## src/sv/assert_macros.svh

```systemverilog
// ---------------------------------------------------------------------------
// Assertion macros
// Concurrent assertion shorthands, clocked on clk and disabled in reset.
// ---------------------------------------------------------------------------
`ifndef ASSERT_MACROS_SVH
`define ASSERT_MACROS_SVH

`ifndef SYNTHESIS

`define MEU_ASSERT_IMPL(lbl, ante, cons, msg) \
  lbl: assert property (@(posedge clk) disable iff (!rst_n) (ante) |-> (cons)) \
    else $error(msg);

`define MEU_ASSERT_NEXT(lbl, ante, cons, msg) \
  lbl: assert property (@(posedge clk) disable iff (!rst_n) (ante) |=> (cons)) \
    else $error(msg);

`else

`define MEU_ASSERT_IMPL(lbl, ante, cons, msg)

`define MEU_ASSERT_NEXT(lbl, ante, cons, msg)

`endif

`endif

```

## src/sv/meu_pkg.sv

```systemverilog
// ---------------------------------------------------------------------------
// meu_pkg
// Types and constants of the exception entry unit.
// ---------------------------------------------------------------------------
package meu_pkg;

  localparam int unsigned IRQ_W  = 25;
  localparam int unsigned CODE_W = 5;
  localparam int unsigned COP_W  = 2;
  localparam int unsigned CFG_IDX_W = 1;

  localparam logic [1:0] REQ_RAISE = 2'd0;
  localparam logic [1:0] REQ_POLL  = 2'd1;
  localparam logic [1:0] REQ_WRITE = 2'd2;

  localparam logic [CFG_IDX_W-1:0] CFG_IRQ_EN   = 1'b0;
  localparam logic [CFG_IDX_W-1:0] CFG_IRQ_MASK = 1'b1;

  localparam logic [31:0] VEC_NORMAL = 32'h8000_0080;
  localparam logic [31:0] VEC_BOOT   = 32'hBFC0_0180;
  localparam logic [31:0] SLOT_BACK  = 32'h0000_0004;
  localparam int unsigned BEV_BIT    = 22;

  typedef struct packed {
    logic [1:0]        req_type;
    logic [CODE_W-1:0] exc_code;
    logic [COP_W-1:0]  cop_num;
    logic [31:0]       cur_pc;
    logic              cur_in_delay;
    logic              cur_taken;
    logic [31:0]       next_pc;
    logic              next_in_delay;
    logic              next_taken;
    logic [IRQ_W-1:0]  irq_lines;
    logic [31:0]       write_word;
  } in_word_t;

  typedef struct packed {
    logic        jump_valid;
    logic [31:0] jump_target;
    logic [31:0] epc_out;
    logic [31:0] status_out;
    logic [31:0] cause_out;
    logic [31:0] target_addr_out;
  } out_word_t;

endpackage

```

## src/sv/meu_stream_if.sv

```systemverilog
// ---------------------------------------------------------------------------
// meu_stream_if
// Valid/ready channels for request and result words.
// ---------------------------------------------------------------------------
interface meu_in_if;
  logic              valid;
  logic              ready;
  meu_pkg::in_word_t data;

  modport source (output valid, output data, input ready);
  modport sink   (input valid, input data, output ready);
endinterface

interface meu_out_if;
  logic               valid;
  logic               ready;
  meu_pkg::out_word_t data;

  modport source (output valid, output data, input ready);
  modport sink   (input valid, input data, output ready);
endinterface

```

## src/sv/mips_exception_entry_unit.sv

```systemverilog
// ---------------------------------------------------------------------------
// mips_exception_entry_unit
// Coprocessor-0 exception entry: raise, interrupt poll and status write.
// ---------------------------------------------------------------------------
// One word is accepted per clock while the sink keeps up, and each word
// yields exactly one result word. Request words land in an input register;
// the cop0 state update and result formatting happen in one pass into the
// result register. With both registers, a new request is still taken while
// a finished result waits for out_ch.ready; throughput drops only when both
// are full and the sink stalls.
`include "assert_macros.svh"

module mips_exception_entry_unit (
  input  logic                              clk,
  input  logic                              rst_n,
  meu_in_if.sink                            in_ch,
  meu_out_if.source                         out_ch,
  input  logic                              cfg_we,
  input  logic [meu_pkg::CFG_IDX_W-1:0]     cfg_idx,
  input  logic [meu_pkg::IRQ_W-1:0]         cfg_wdata
);

  logic                        irq_en_r;
  logic [meu_pkg::IRQ_W-1:0]   irq_mask_r;

  logic                        in_valid_r;
  meu_pkg::in_word_t           in_r;
  logic                        out_valid_r;
  meu_pkg::out_word_t          out_r, out_nxt;
  logic                        advance;

  logic [31:0]                 status_r, status_nxt;
  logic [meu_pkg::CODE_W-1:0]  code_r, code_nxt;
  logic [meu_pkg::COP_W-1:0]   cop_r, cop_nxt;
  logic                        bd_r, bd_nxt;
  logic                        bt_r, bt_nxt;
  logic                        ip2_r, ip2_nxt;
  logic [31:0]                 epc_r, epc_nxt;
  logic [31:0]                 tar_r, tar_nxt;

  logic                        take;
  logic [meu_pkg::CODE_W-1:0]  take_code;
  logic [meu_pkg::COP_W-1:0]   take_cop;
  logic                        pend;
  logic                        slot;
  logic                        slot_taken;
  logic [31:0]                 epc_base;

  assign advance      = in_valid_r && (!out_valid_r || out_ch.ready);
  assign in_ch.ready  = !in_valid_r || advance;
  assign out_ch.valid = out_valid_r;
  assign out_ch.data  = out_r;

  always_ff @(posedge clk) begin
    if (!rst_n) begin
      irq_en_r   <= 1'b0;
      irq_mask_r <= '0;
    end else if (cfg_we) begin
      case (cfg_idx)
        meu_pkg::CFG_IRQ_EN:   irq_en_r   <= cfg_wdata[0];
        meu_pkg::CFG_IRQ_MASK: irq_mask_r <= cfg_wdata;
        default: ;
      endcase
    end
  end

  always_ff @(posedge clk) begin
    if (!rst_n) begin
      in_valid_r <= 1'b0;
    end else if (in_ch.ready) begin
      in_valid_r <= in_ch.valid;
    end
  end

  always_ff @(posedge clk) begin
    if (in_ch.ready && in_ch.valid) begin
      in_r <= in_ch.data;
    end
  end

  always_comb begin
    pend       = irq_en_r && ((in_r.irq_lines & irq_mask_r) != '0);
    take       = 1'b0;
    take_code  = in_r.exc_code;
    take_cop   = in_r.cop_num;
    ip2_nxt    = ip2_r;
    status_nxt = status_r;
    case (in_r.req_type)
      meu_pkg::REQ_RAISE: begin
        take = 1'b1;
      end
      meu_pkg::REQ_POLL: begin
        ip2_nxt   = pend;
        take      = pend && status_r[0] && status_r[10];
        take_code = '0;
        take_cop  = '0;
      end
      meu_pkg::REQ_WRITE: begin
        status_nxt = in_r.write_word;
      end
      default: ;
    endcase

    if (take_code == '0) begin
      epc_base   = in_r.next_pc;
      slot       = in_r.next_in_delay;
      slot_taken = in_r.next_taken;
    end else begin
      epc_base   = in_r.cur_pc;
      slot       = in_r.cur_in_delay;
      slot_taken = in_r.cur_taken;
    end

    code_nxt = code_r;
    cop_nxt  = cop_r;
    bd_nxt   = bd_r;
    bt_nxt   = bt_r;
    epc_nxt  = epc_r;
    tar_nxt  = tar_r;
    if (take) begin
      status_nxt = {status_r[31:6], status_r[3:0], 2'b00};
      code_nxt   = take_code;
      cop_nxt    = take_cop;
      bd_nxt     = slot;
      bt_nxt     = slot && slot_taken;
      epc_nxt    = slot ? (epc_base - meu_pkg::SLOT_BACK) : epc_base;
      if (slot) begin
        tar_nxt = in_r.next_pc;
      end
    end

    out_nxt.jump_valid      = take;
    out_nxt.jump_target     = !take ? 32'd0 :
                              (status_nxt[meu_pkg::BEV_BIT] ? meu_pkg::VEC_BOOT
                                                            : meu_pkg::VEC_NORMAL);
    out_nxt.epc_out         = epc_nxt;
    out_nxt.status_out      = status_nxt;
    out_nxt.cause_out       = {bd_nxt, bt_nxt, cop_nxt, 12'd0, 5'd0, ip2_nxt, 2'd0,
                               1'b0, code_nxt, 2'b00};
    out_nxt.target_addr_out = tar_nxt;
  end

  always_ff @(posedge clk) begin
    if (!rst_n) begin
      status_r    <= '0;
      code_r      <= '0;
      cop_r       <= '0;
      bd_r        <= 1'b0;
      bt_r        <= 1'b0;
      ip2_r       <= 1'b0;
      epc_r       <= '0;
      tar_r       <= '0;
      out_valid_r <= 1'b0;
    end else begin
      if (advance) begin
        status_r <= status_nxt;
        code_r   <= code_nxt;
        cop_r    <= cop_nxt;
        bd_r     <= bd_nxt;
        bt_r     <= bt_nxt;
        ip2_r    <= ip2_nxt;
        epc_r    <= epc_nxt;
        tar_r    <= tar_nxt;
      end
      if (advance) begin
        out_valid_r <= 1'b1;
      end else if (out_ch.ready) begin
        out_valid_r <= 1'b0;
      end
    end
  end

  always_ff @(posedge clk) begin
    if (advance) begin
      out_r <= out_nxt;
    end
  end

  `MEU_ASSERT_IMPL(a_vector, out_valid_r && out_r.jump_valid, out_r.jump_target == meu_pkg::VEC_NORMAL || out_r.jump_target == meu_pkg::VEC_BOOT, "jump target not a vector")
  `MEU_ASSERT_IMPL(a_no_jump_zero, out_valid_r && !out_r.jump_valid, out_r.jump_target == 32'd0, "target set without jump")
  `MEU_ASSERT_IMPL(a_entry_kernel, out_valid_r && out_r.jump_valid, out_r.status_out[1:0] == 2'b00, "entry left IEc/KUc set")
  `MEU_ASSERT_IMPL(a_ip_only_bit2, out_valid_r, (out_r.cause_out[15:8] & 8'hFB) == 8'h00, "stray pending bits")
  `MEU_ASSERT_NEXT(a_drain, in_valid_r && !out_valid_r, out_valid_r, "queued word not advanced")

endmodule
```

## src/flat_wrapper.sv

```systemverilog
// flat-port wrapper written by rule: the top's interface ports become plain ports
module mips_exception_entry_unit_flat 
  (clk, rst_n, cfg_we, cfg_idx, cfg_wdata, in_ch_valid, in_ch_data, in_ch_ready, out_ch_valid, out_ch_data, out_ch_ready);
  meu_in_if in_ch_i ();
  meu_out_if out_ch_i ();
  input  logic clk;
  input  logic rst_n;
  input  logic cfg_we;
  input  logic [meu_pkg::CFG_IDX_W-1:0] cfg_idx;
  input  logic [meu_pkg::IRQ_W-1:0] cfg_wdata;
  input wire logic [$bits(in_ch_i.valid)-1:0] in_ch_valid;
  input wire logic [$bits(in_ch_i.data)-1:0] in_ch_data;
  output wire logic [$bits(in_ch_i.ready)-1:0] in_ch_ready;
  output wire logic [$bits(out_ch_i.valid)-1:0] out_ch_valid;
  output wire logic [$bits(out_ch_i.data)-1:0] out_ch_data;
  input wire logic [$bits(out_ch_i.ready)-1:0] out_ch_ready;
  assign in_ch_i.valid = in_ch_valid;
  assign in_ch_i.data = in_ch_data;
  assign in_ch_ready = in_ch_i.ready;
  assign out_ch_valid = out_ch_i.valid;
  assign out_ch_data = out_ch_i.data;
  assign out_ch_i.ready = out_ch_ready;
  mips_exception_entry_unit u_core (.clk(clk), .rst_n(rst_n), .in_ch(in_ch_i), .out_ch(out_ch_i), .cfg_we(cfg_we), .cfg_idx(cfg_idx), .cfg_wdata(cfg_wdata));
endmodule
```

## config.mk

```make
export PLATFORM = sky130hd
export DESIGN_NAME = mips_exception_entry_unit_flat
export DESIGN_NICKNAME = d
export VERILOG_FILES = /design/src/sv/meu_pkg.sv /design/src/sv/meu_stream_if.sv /design/src/sv/mips_exception_entry_unit.sv /design/src/flat_wrapper.sv
export VERILOG_INCLUDE_DIRS = /design/src /design/src/sv
export SDC_FILE = /design/constraint.sdc
export NUM_CORES = 1
export LEC_CHECK = 0
export BUFFER_PORTS_ARGS = -buffer_cell sky130_fd_sc_hd__buf_2
export CAP_MARGIN = 20
export CORE_ASPECT_RATIO = 0.7
export CORE_UTILIZATION = 30
export DETAILED_ROUTE_END_ITERATION = 8
export GPL_TIMING_DRIVEN = 0
export HOLD_SLACK_MARGIN = 0.15
export PLACE_DENSITY_LB_ADDON = 0.3
export SLEW_MARGIN = 20
export SYNTH_ARGS = -nofsm -noshare
export SYNTH_HDL_FRONTEND = slang
export SYNTH_SLANG_ARGS = --single-unit
export TNS_END_PERCENT = 1
```

## constraint.sdc

```tcl
create_clock -name clk -period 11.5 [get_ports clk]
set_input_delay 2.3 -clock clk [delete_from_list [all_inputs] [get_ports clk]]
set_output_delay 2.3 -clock clk [all_outputs]
set_load 0.02 [all_outputs]
```

# Yosys cells after proc, flatten, opt, wreduce, memory -nomap -nowiden
# Cells that the tools add are included.
op_classes:
  n_bitwise: 2
  eq_ne: 2
  n_addsub: 1
  muxes: 20
  reduce_logical: 16
ops:
  columns: ["cell", "count"]
  rows:
  - ["$mux 32", 7]
  - ["$sub 32x3->32 const B", 1]
  - ["$mux 30", 1]
  - ["$and 25x25->25", 1]
  - ["$reduce_bool 25->1", 1]
  - ["$mux 5", 2]
  - ["$mux 1", 7]
  - ["$logic_and 1x1->1", 6]
  - ["$logic_not 5->1", 1]
  - ["$mux 2", 2]
  - ["$reduce_and 2->1", 2]
  - ["$eq 2x1->1 const B", 1]
  - ["$eq 2x2->1 const B", 1]
  - ["$logic_not 1->1", 2]
  - ["$logic_not 2->1", 1]
  - ["$logic_or 1x1->1", 2]
  - ["$pmux 1 s2", 1]
  - ["$reduce_bool 2->1", 1]
  - ["$not 1->1", 1]
totals:
  output_inout_bits: 163
  elab_cells: 70
  in_bits: 165
  ff_bits: 407

# Depth between registers and ports, before layout
# Gate-level depths: netlist of run 1.
depth:
  depth_word: 8
  mapped_depth: 14
  depth_no_buf: 11

# Worst setup path before layout of run 1
# Ideal clock, no wire load.
synth_timing:
  kind: "input -> register"
  from: "input out_ch_ready"
  to: "register u_core.out_r (netlist bit u_core.out_ch.data[0]), enable pin"
  arrival_ns: 5.931
  stages: 5
  n_path_buf: 2
  required_time_ns: 10.984
  setup_time_ns: 0.516
  slack_ns: 5.053
  path_cell_list: "nor2b_1 nand2b_1 clkbuf_1 clkinv_1 clkbuf_1"
synth_via:
  elab_chain_len: 2
synth_rtl:
  columns: ["item", "line_no", "rtl"]
  rows:
  - ["from (decl)", "flat_wrapper.sv:16", "input wire logic [$bits(out_ch_i.ready)-1:0] out_ch_ready;"]
  - ["$logic_or 1x1->1", "mips_exception_entry_unit.sv:49", "assign advance = in_valid_r && (!out_valid_r || out_ch.ready);"]
  - ["$logic_and 1x1->1", "mips_exception_entry_unit.sv:49", null]
  - ["via u_core.advance", "mips_exception_entry_unit.sv:30", "logic advance;"]
  - ["to (signal assigned)", "mips_exception_entry_unit.sv:175", "out_r <= out_nxt;"]
  - ["to (decl)", "mips_exception_entry_unit.sv:29", "meu_pkg::out_word_t out_r, out_nxt;"]
# The timed path passes the listed nets, and every way through them passes these cells.
# A chain may end at the register's enable or synchronous reset.

# Worst setup path after layout of run 1
layout_timing:
  from: "register u_core.in_r[132] (netlist bit)"
  to: "register u_core.out_r (netlist bit u_core.out_ch.data[126]) (data pin)"
layout_via:
  elab_chain_len: 7
  elab_cells_between_ends: 10
  classes_between: "1 x add/sub; 1 x eq/ne; 6 x mux; 2 x reduce/logical"
layout_rtl:
  columns: ["item", "line_no", "rtl"]
  rows:
  - ["from (decl)", "mips_exception_entry_unit.sv:27", "meu_pkg::in_word_t in_r;"]
  - ["from (signal assigned)", "mips_exception_entry_unit.sv:77", "in_r <= in_ch.data;"]
  - ["$eq 2x1->1", "mips_exception_entry_unit.sv:88", "case (in_r.req_type)"]
  - ["$mux 5", "mips_exception_entry_unit.sv:88", null]
  - ["$logic_not 5->1", "mips_exception_entry_unit.sv:104", "if (take_code == '0) begin"]
  - ["$mux 32", "mips_exception_entry_unit.sv:104", null]
  - ["$sub 32x3->32", "mips_exception_entry_unit.sv:126", "epc_nxt = slot ? (epc_base - meu_pkg::SLOT_BACK) : epc_base;"]
  - ["$mux 32", "mips_exception_entry_unit.sv:126", null]
  - ["$mux 32 (*)", "mips_exception_entry_unit.sv:120", "if (take) begin"]
  - ["via u_core.epc_nxt[30]", "mips_exception_entry_unit.sv:38", "logic [31:0] epc_r, epc_nxt;"]
# Mark *: on every way through the listed nets, which the timed path passes. The rest lies on a longest branch.

==> results of run 1 <==
==> routing by layer <==
| layer | wire length [um] | vias up | GRT usage | share of wire |
|---|---|---|---|---|
| met3 | 3170 | 82 | 0.0497 | 0.071 |
| li1 | - | 5125 | - | - |
| met4 | 1160 | 18 | 0.0560 | 0.026 |
| met2 | 18500 | 301 | 0.241 | 0.42 |
| met5 | 119 | - | 0 | 0.0027 |
| met1 | 21600 | 5176 | 0.240 | 0.48 |
==> worst paths after layout <==
kind                                                       start                                end  cells after the start
worst min register to register  u_core.status_r[25]$_SDFFE_PN0P_   u_core.status_r[25]$_SDFFE_PN0P_                      2
worst max register to register        u_core.in_r[132]$_DFFE_PP_  u_core.out_ch.data[126]$_DFFE_PP_                     14
worst max-delay path                  u_core.in_r[132]$_DFFE_PP_  u_core.out_ch.data[126]$_DFFE_PP_                     14
worst min-delay path            u_core.status_r[25]$_SDFFE_PN0P_   u_core.status_r[25]$_SDFFE_PN0P_                      2
==> sequential cells by signal, indices dropped and copies added (netlist names) <==
name,cells
u_core.bd_r,1
u_core.code_r,5
u_core.in_r,134
u_core.ip2_r,1
u_core.in_valid_r,1
u_core.bt_r,1
u_core.epc_r,32
u_core.irq_mask_r,25
u_core.cop_r,2
u_core.status_r,32
u_core.tar_r,32
u_core.irq_en_r,1
u_core.out_ch.valid,1
u_core.out_ch.data,109
==> power breakdown <==
group | total, W | leakage [nW] | switching, W | internal, W
Clock | 0.00129 | 0.632 | 0.000559 | 0.000735
Combinational | 0.000290 | 3.61 | 0.000186 | 0.000104
Sequential | 0.00155 | 3.43 | 0.0000343 | 0.00151
Total | 0.00313 | 7.67 | 0.000779 | 0.00235
==> cell usage in the layout (no fill, tap or decap), types with 22 or more instances in the layout <==
cell type	n
mux2_2	64
clkbuf_16	40
dfxtp_1	134
nor2_1	66
clkbuf_1	54
edfxtp_1	243
buf_4	54
mux2i_1	74
nand2_1	201
nor3_1	25
buf_2	295
o21ai_0	30
a21oi_1	83
nand3_1	22
conb_1	43
==> per-stage QoR <==
step / area [um^2] / setup slack, ns / power [W]
finish: 19100 / 6.19 / 0.00313
global placement: 17700 / 2.45 / 0.00187
global route: 19100 / 5.96 / 0.00325
detailed placement: 17800 / 6.25 / 0.00187
CTS: 19100 / 6.22 / 0.00317
floorplan: 15400 / 5.05 / 0.00174
==> layout make-up <==
type | count | area [um^2] | area share
flip-flops and latches | 377 | 9980 | 0.522
diodes | 8 | 20.0 | 0.00105
clock buffers | 50 | 1070 | 0.0559
well taps | 665 | 832 | 0.0435
repair buffers | 289 | 1530 | 0.0801
multi-input cells | 779 | 4800 | 0.251
plain buffers | 116 | 661 | 0.0345
clock inverters | 23 | 224 | 0.0117
inverters | 3 | 11.3 | 0.000589
==> cell families after synthesis <==
family,Yosys count
AOI/OAI and AO/OA,184
xor gates and xnor gates,27
adders and majority gates,1
buffers and inverters,119
DFF,377
muxes,141
other,1
and+or+nand+nor,383
==> worst min-delay path, cell delays in order, from the launching register on <==
cell and delay, ns:
dfxtp_1 0.31, nand2_1 0.05, a21oi_1 0.05
==> reports/results.tsv, run 1 <==
metric	value	unit
critPathArrivalTime	5.58	ns
synth_top_family_by_area	simple AND/OR/NAND/NOR gates	
areaGrowthSynthToFinish	25.1	%
ctsHoldBuffers	0	
path_class	reg2reg	
cts_root_buffer	clkbuf_16	
wl_per_cell	19.3	um
cts.sink_count	377	
htreeDepth	2	
wl	44.5	mm
globalplace.congestion	0.857	
fmaxAchievable	0.188	GHz
critPathCaptureType	flop	
clk_pin_slew	0.06	ns
drv_cap	0	
async_reset_ff_frac	0	
synthTopCellsByCount	edfxtp_1 (243), nand2_1 (201), dfxtp_1 (134)	
status	finished clean	
cts_tree	done	
fp.dieArea	51900	um^2
synth_edf_count	243	
hpwlAfterDp	32.4	mm
slew_headroom	0.424	
hold_viol	0	
cts_resized	0	
cp_common_cell	buf_2	
finalCoreUtilization	0.384	
syn_avg_cell_area	12.4	um^2
synth_simple_gate_area_frac	0.114	
core-area	49800	um^2
rrSetupSlack	6.19	ns
setup_tns	0	ns
gr-usage-all-layers	0.168	
slowest_stage	clkbuf_1	
synth_xor_area_frac	0.0155	
critPathLaunchType	flop	
clk_path_buf_depth	3	
yosys_warnings	0	
antenna_found_initial	15	
required	11.77	ns
fillers	4853	
synth.area.mux_share	0.0980	
synthCells	1233	
whs	0.450	ns
final_antenna_net_count	0	
drive_gt1_frac	0.308	
rsz0062_at_grt	no	
period_needed	5.31	ns
synth-compound-area-share	0.0749	
path_max_fanout	10	
synth.area.top_cells	edfxtp_1 (48%), dfxtp_1 (18%), nand2_1 (4.9%)	
total_leakage_power	7.67	nW
firstDrtPassIters	4	
cellPowerDensity	164	nW/um^2
path_delay_family	simple AND/OR/NAND/NOR gates	
dp_cells	2228	
fin_nets	1772	
tightest_slew	0.856	ns
grt-ovfl-total	0	
grt_pass1_vias	10500	
die_h	191	um
synth_top_cell_by_area	edfxtp_1	
grt_max_degree	49	
rows	68	
ys_seq_area_frac	0.653	
start_util	0.307	
worstSkewPairLatency	0.57	ns
vias	10700	
maxSlewViolCount	0	
slowest_delay	0.53	ns
die-width	272	um
drc	0	
layout.cells.non_filler	2310	
vias_per_cell	4.63	
syn_area	15300	um^2
vdd_drop_max	0.0902	mV
ys_seq_elements	377	
setup_viol	0	
yosysUniqueCellTypes	63	
skew	0.0408	ns
synthAdderAreaFrac	0.000818	
io_buffers	284	
cts_buffers	40	
grt_pass1_wl	64.7	mm
worstPathCellList	nor2b_4 > a21oi_4 > clkbuf_1 > buf_2 > mux2i_1 > ha_1 > nand2_1 > nor3_1 > nor4_2 > or4b_1 > buf_2 > nor4_4 > xor2_1 > o21ai_0	
holdCritPathClass	reg2reg	
drt-initial-drc-count	674	
ys.flop_type	edfxtp_1	
crit_buf_inv	3	
boundaryPins	328	
post_cts_buffers	0	
netlist.area_leader.share	0.477	
fin_crit_sh	0.462	
synthMostInstantiatedCell	edfxtp_1	
No activity file was read; power rests on OpenSTA's default activity.
==> run 2: changes to the inputs <==
==> constraint.sdc (replaced) <==
create_clock -name clk -period 5.5 [get_ports clk]
set_input_delay 1.1 -clock clk [delete_from_list [all_inputs] [get_ports clk]]
set_output_delay 1.1 -clock clk [all_outputs]
set_load 0.02 [all_outputs]
==> reports/results.tsv, run 2 (same netlist as run 1, synthesis figures left out) <==
metric	value	unit
status	finished clean	
drive_gt1_frac	0.308	
hpwlAfterDp	32.4	mm
slowest_stage	a21oi_4	
period_needed	4.89	ns
slew_headroom	0.415	
rrSetupSlack	0.61	ns
rr_worst_depth	13	
critPathArrivalTime	5.16	ns
clk_pin_slew	0.06	ns
setup_tns	0	ns
cts_tree	done	
areaGrowthSynthToFinish	25.1	%
maxSlewViolCount	0	
holdCritPathClass	reg2reg	
gr-usage-all-layers	0.168	
cp.depth	13	
antenna_found_initial	15	
seqCellArea	9980	um^2
grt_pass1_wl	64.7	mm
place_ws	0.253	ns
setup_viol	0	
cellPowerDensity	342	nW/um^2
globalplace.congestion	0.857	
cts_root_buffer	clkbuf_16	
crit_end	u_core.out_ch.data[126]$_DFFE_PP_	
timing.final.ws_setup	0.613	ns
io_buffers	284	
core-area	49800	um^2
fin_crit_sh	0.889	
grt_max_degree	49	
start_util	0.307	
path_max_fanout	18	
grt_pass1_vias	10500	
path_delay_family	simple AND/OR/NAND/NOR gates	
firstDrtPassIters	5	
vias_per_cell	4.62	
wl_per_cell	19.2	um
multi_input_area	4800	um^2
grt-ovfl-total	0	
final_common_cell	buf_2	
final_antenna_net_count	0	
dpl_cell_area	17800	um^2
vias	10700	
skew	0.0402	ns
htreeDepth	2	
cts_buffers	40	
drv_cap	0	
boundaryPins	328	
crit_start	u_core.in_r[132]$_DFFE_PP_	
cts.sink_count	377	
r2r-end	u_core.out_ch.data[126]$_DFFE_PP_	
crit_buf_inv	2	
worstSkewPairLatency	0.57	ns
ctsHoldBuffers	0	
worstPathCellList	nor2b_4 > a21oi_4 > buf_2 > mux2i_1 > ha_1 > nand2_1 > nor3_1 > nor4_2 > or4b_1 > buf_2 > nor4_4 > xor2_1 > o21ai_0	
cp_common_cell	buf_2	
path_class	reg2reg	
vdd_drop_max	0.189	mV
fin_nets	1771	
largest_register	u_core.in_r	
rr_startpoint	u_core.in_r[132]$_DFFE_PP_	
final_cell_area	19100	um^2
final_cell_mix	buf_2 (295), edfxtp_1 (243), nand2_1 (201), dfxtp_1 (134), a21oi_1 (83)	
largest_register_ffs	134	
required	5.78	ns
fillers	4856	
hold_viol	0	
slowest_delay	0.57	ns
drt-initial-drc-count	646	
tightest_slew	0.870	ns
clk_path_buf_depth	3	
fmaxAchievable	0.205	GHz
die_h	191	um
critPathLaunchType	flop	
critPathCaptureType	flop	
fp.dieArea	51900	um^2
drc	0	
rsz0062_at_grt	no	
die-width	272	um
total_leakage_power	7.67	nW
finalCoreUtilization	0.384	
wl	44.4	mm
rows	68	
## run 2: cell count changes in the layout (fill, tap and decap cells not counted), sizes merged
cell    previous run  this run
clkbuf           100        99
diode              8         7
## run 2: layer usage
layer | GRT usage | vias up | routed length (um)
li1 | - | 5117 | -
met1 | 0.240 | 5149 | 21400
met2 | 0.241 | 290 | 18500
met3 | 0.0497 | 80 | 3260
met4 | 0.0560 | 18 | 1120
met5 | 0 | - | 119
## run 2: worst register-to-register path: stages, from the launching register on
cell	delay (ns)
edfxtp_1	0.45
nor2b_4	0.19
a21oi_4	0.57
buf_2	0.50
mux2i_1	0.43
ha_1	0.36
nand2_1	0.10
nor3_1	0.20
nor4_2	0.16
or4b_1	0.52
buf_2	0.19
nor4_4	0.30
xor2_1	0.12
o21ai_0	0.51
## run 2: layout make-up
type,count,share of cell area
multi-input cells,779,0.251
flip-flops and latches,377,0.522
repair buffers,289,0.0801
clock buffers,50,0.0559
plain buffers,115,0.0343
well taps,665,0.0435
diodes,7,0.000916
clock inverters,23,0.0117
inverters,3,0.000589
## run 2: how the worst min path moves through the flow
stage / startpoint / to / slack, ns / cells after the start
4_1_cts: u_core.status_r[25]$_SDFFE_PN0P_ / u_core.status_r[25]$_SDFFE_PN0P_ / 0.45 / 2
3_3_place_gp: u_core.status_r[25]$_SDFFE_PN0P_ / u_core.status_r[25]$_SDFFE_PN0P_ / 0.44 / 2
3_5_place_dp: u_core.status_r[25]$_SDFFE_PN0P_ / u_core.status_r[25]$_SDFFE_PN0P_ / 0.44 / 2
5_1_grt: u_core.epc_r[11]$_SDFFE_PN0P_ / u_core.epc_r[11]$_SDFFE_PN0P_ / 0.47 / 2
6_report: u_core.status_r[25]$_SDFFE_PN0P_ / u_core.status_r[25]$_SDFFE_PN0P_ / 0.45 / 2
2_1_floorplan: u_core.status_r[11]$_SDFFE_PN0P_ / u_core.status_r[11]$_SDFFE_PN0P_ / 0.43 / 2
## run 2: repair_timing
action,CTS,global route
setup buffers,0,0
endpoints found under the setup margin,0,1
gates resized for setup,0,0
## run 2: report_power, final
group          leakage, nW  switching [W]  internal (W)  total [W]
Combinational         3.61       0.000387      0.000217   0.000603
Sequential            3.43      0.0000718       0.00316    0.00324
Clock                0.632        0.00117       0.00154    0.00270
## run 2: stage by stage
| stage | hold slack, ns | instances | power (W) |
|---|---|---|---|
| 6_report | 0.452 | 2308 | 0.00654 |
| 5_1_grt | 0.468 | 2302 | 0.00680 |
| 4_1_cts | 0.453 | 2301 | 0.00664 |
| 3_5_place_dp | 0.444 | 2228 | 0.00390 |
| 3_3_place_gp | 0.439 | 2224 | 0.00390 |
| 2_1_floorplan | 0.434 | 1275 | 0.00365 |
==> run 3: changes to the inputs <==
--- a/config.mk
+++ b/config.mk
@@ -8,7 +8,7 @@
 export LEC_CHECK = 0
 export BUFFER_PORTS_ARGS = -buffer_cell sky130_fd_sc_hd__buf_2
 export CAP_MARGIN = 20
-export CORE_ASPECT_RATIO = 0.7
+export CORE_ASPECT_RATIO = 1.75
 export CORE_UTILIZATION = 30
 export DETAILED_ROUTE_END_ITERATION = 8
 export GPL_TIMING_DRIVEN = 0
==> reports/results.tsv, run 3 (same netlist as run 1, synthesis figures left out) <==
metric	value	unit
critPathLaunchType	flop	
boundaryPins	328	
final_cell_area	19200	um^2
period_needed	5.33	ns
hold_viol	0	
cts_tree	done	
rows	109	
final_cell_mix	buf_2 (295), edfxtp_1 (243), nand2_1 (201), dfxtp_1 (134), a21oi_1 (83)	
grt_max_degree	44	
cellPowerDensity	349	nW/um^2
fmaxAchievable	0.188	GHz
tightest_slew	1.11	ns
power	0.00672	W
path_class	reg2reg	
place_ws	0.181	ns
hpwlAfterDp	34.4	mm
total_leakage_power	7.71	nW
min_to	u_core.status_r[15]$_SDFFE_PN0P_	
wl	45.4	mm
dpl_cell_area	17800	um^2
layout.cells.non_filler	2304	
drc	4	
htreeDepth	2	
firstDrtPassIters	6	
grt_pass1_wl	66.2	mm
maxSlewViolCount	0	
globalplace.congestion	0.809	
ctsHoldBuffers	0	
fp.dieArea	51900	um^2
cts.sink_count	377	
worstSkewPairLatency	0.54	ns
clk_path_buf_depth	3	
rrSetupSlack	0.17	ns
skew	0.0130	ns
holdCritPathClass	reg2reg	
largest_register_ffs	134	
required	5.76	ns
path_max_fanout	10	
drive_gt1_frac	0.305	
core-area	50500	um^2
fin_crit_sh	0.968	
dp_cells	2231	
die_h	301	um
fin_nets	1773	
final_common_cell	buf_2	
fillers	4915	
critPathArrivalTime	5.58	ns
vdd_drop_max	0.245	mV
drv_cap	0	
die-width	173	um
cts_resized	0	
start_util	0.303	
timing.final.ws_setup	0.174	ns
drt-initial-drc-count	467	
rr_startpoint	u_core.in_r[132]$_DFFE_PP_	
slew_headroom	0.254	
status	finished with violations	
wl_per_cell	19.7	um
r2r-end	u_core.out_ch.data[102]$_DFFE_PP_	
setup_tns	0	ns
antenna_found_initial	17	
critPathCaptureType	flop	
grt-ovfl-total	0	
largest_register	u_core.in_r	
hold_depth	2	
cts_root_buffer	clkbuf_16	
rsz0062_at_grt	no	
vias	10600	
vias_per_cell	4.62	
areaGrowthSynthToFinish	25.7	%
cts_buffers	40	
io_buffers	284	
gr-usage-all-layers	0.171	
grt_pass1_vias	10800	
violations	DRC	
clk_pin_slew	0.06	ns
rr_worst_depth	13	
post_cts_buffers	0	
min-delay-start	u_core.status_r[15]$_SDFFE_PN0P_	
setup_viol	0	
final_antenna_net_count	0	
-- run 3: routing by layer --
layer | vias to the layer above | GRT usage | part of all wire
met3 | 115 | 0.0443 | 0.065
met4 | 24 | 0.0765 | 0.039
met5 | - | 0 | 0.0030
met2 | 397 | 0.331 | 0.54
met1 | 4982 | 0.169 | 0.35
li1 | 5117 | - | -
-- run 3: final cells by class --
cell class,count,area (um^2),share of cell area
tap,666,833,0.0434
antenna,3,7.51,0.000391
sequential,377,9980,0.519
clock inverter,20,284,0.0148
multi-input combinational,779,4800,0.250
clock buffer,50,1090,0.0568
timing repair buffer,290,1550,0.0806
inverter,3,11.3,0.000586
buffer,116,659,0.0343
-- run 3: critical path: stages (launching register included) --
cell and delay [ns]:
edfxtp_1 0.43, nor2b_4 0.18, a21oi_4 0.45, clkbuf_1 0.62, buf_2 0.51, mux2i_1 0.21
ha_1 0.31, nand2_1 0.12, nor3_1 0.06, nor4_2 0.98, nor3_1 0.15, xor2_1 0.20
mux2i_1 0.65, o21ai_0 0.14
-- run 3: worst max-delay path by stage --
| stage | start | slack, ns | to | cells past startpoint |
|---|---|---|---|---|
| floorplan | out_ch_ready | 0.25 | u_core.out_ch.data[0]$_DFFE_PP_ | 5 |
| global placement | out_ch_ready | -2.42 | u_core.out_ch.data[22]$_DFFE_PP_ | 6 |
| detailed placement | u_core.in_r[132]$_DFFE_PP_ | 0.18 | u_core.out_ch.data[102]$_DFFE_PP_ | 13 |
| CTS | u_core.in_r[132]$_DFFE_PP_ | 0.18 | u_core.out_ch.data[102]$_DFFE_PP_ | 13 |
| global route | u_core.in_r[132]$_DFFE_PP_ | 0.04 | u_core.out_ch.data[102]$_DFFE_PP_ | 13 |
| finish | u_core.in_r[132]$_DFFE_PP_ | 0.17 | u_core.out_ch.data[102]$_DFFE_PP_ | 13 |
-- run 3: through the flow --
step                       util  hold slack [ns]
after floorplan               -            0.434
after global routing      0.381            0.469
after global placement    0.351            0.439
after CTS                 0.381            0.454
final                     0.381            0.453
after detailed placement  0.353            0.444
-- run 3: where the power goes --
group / internal, W / total, W / switching [W] / leakage [nW]
Sequential: 0.00316 / 0.00324 / 0.0000724 / 3.43
Clock: 0.00174 / 0.00287 / 0.00114 / 0.669
Combinational: 0.000219 / 0.000606 / 0.000388 / 3.62
Total: 0.00512 / 0.00672 / 0.00160 / 7.71
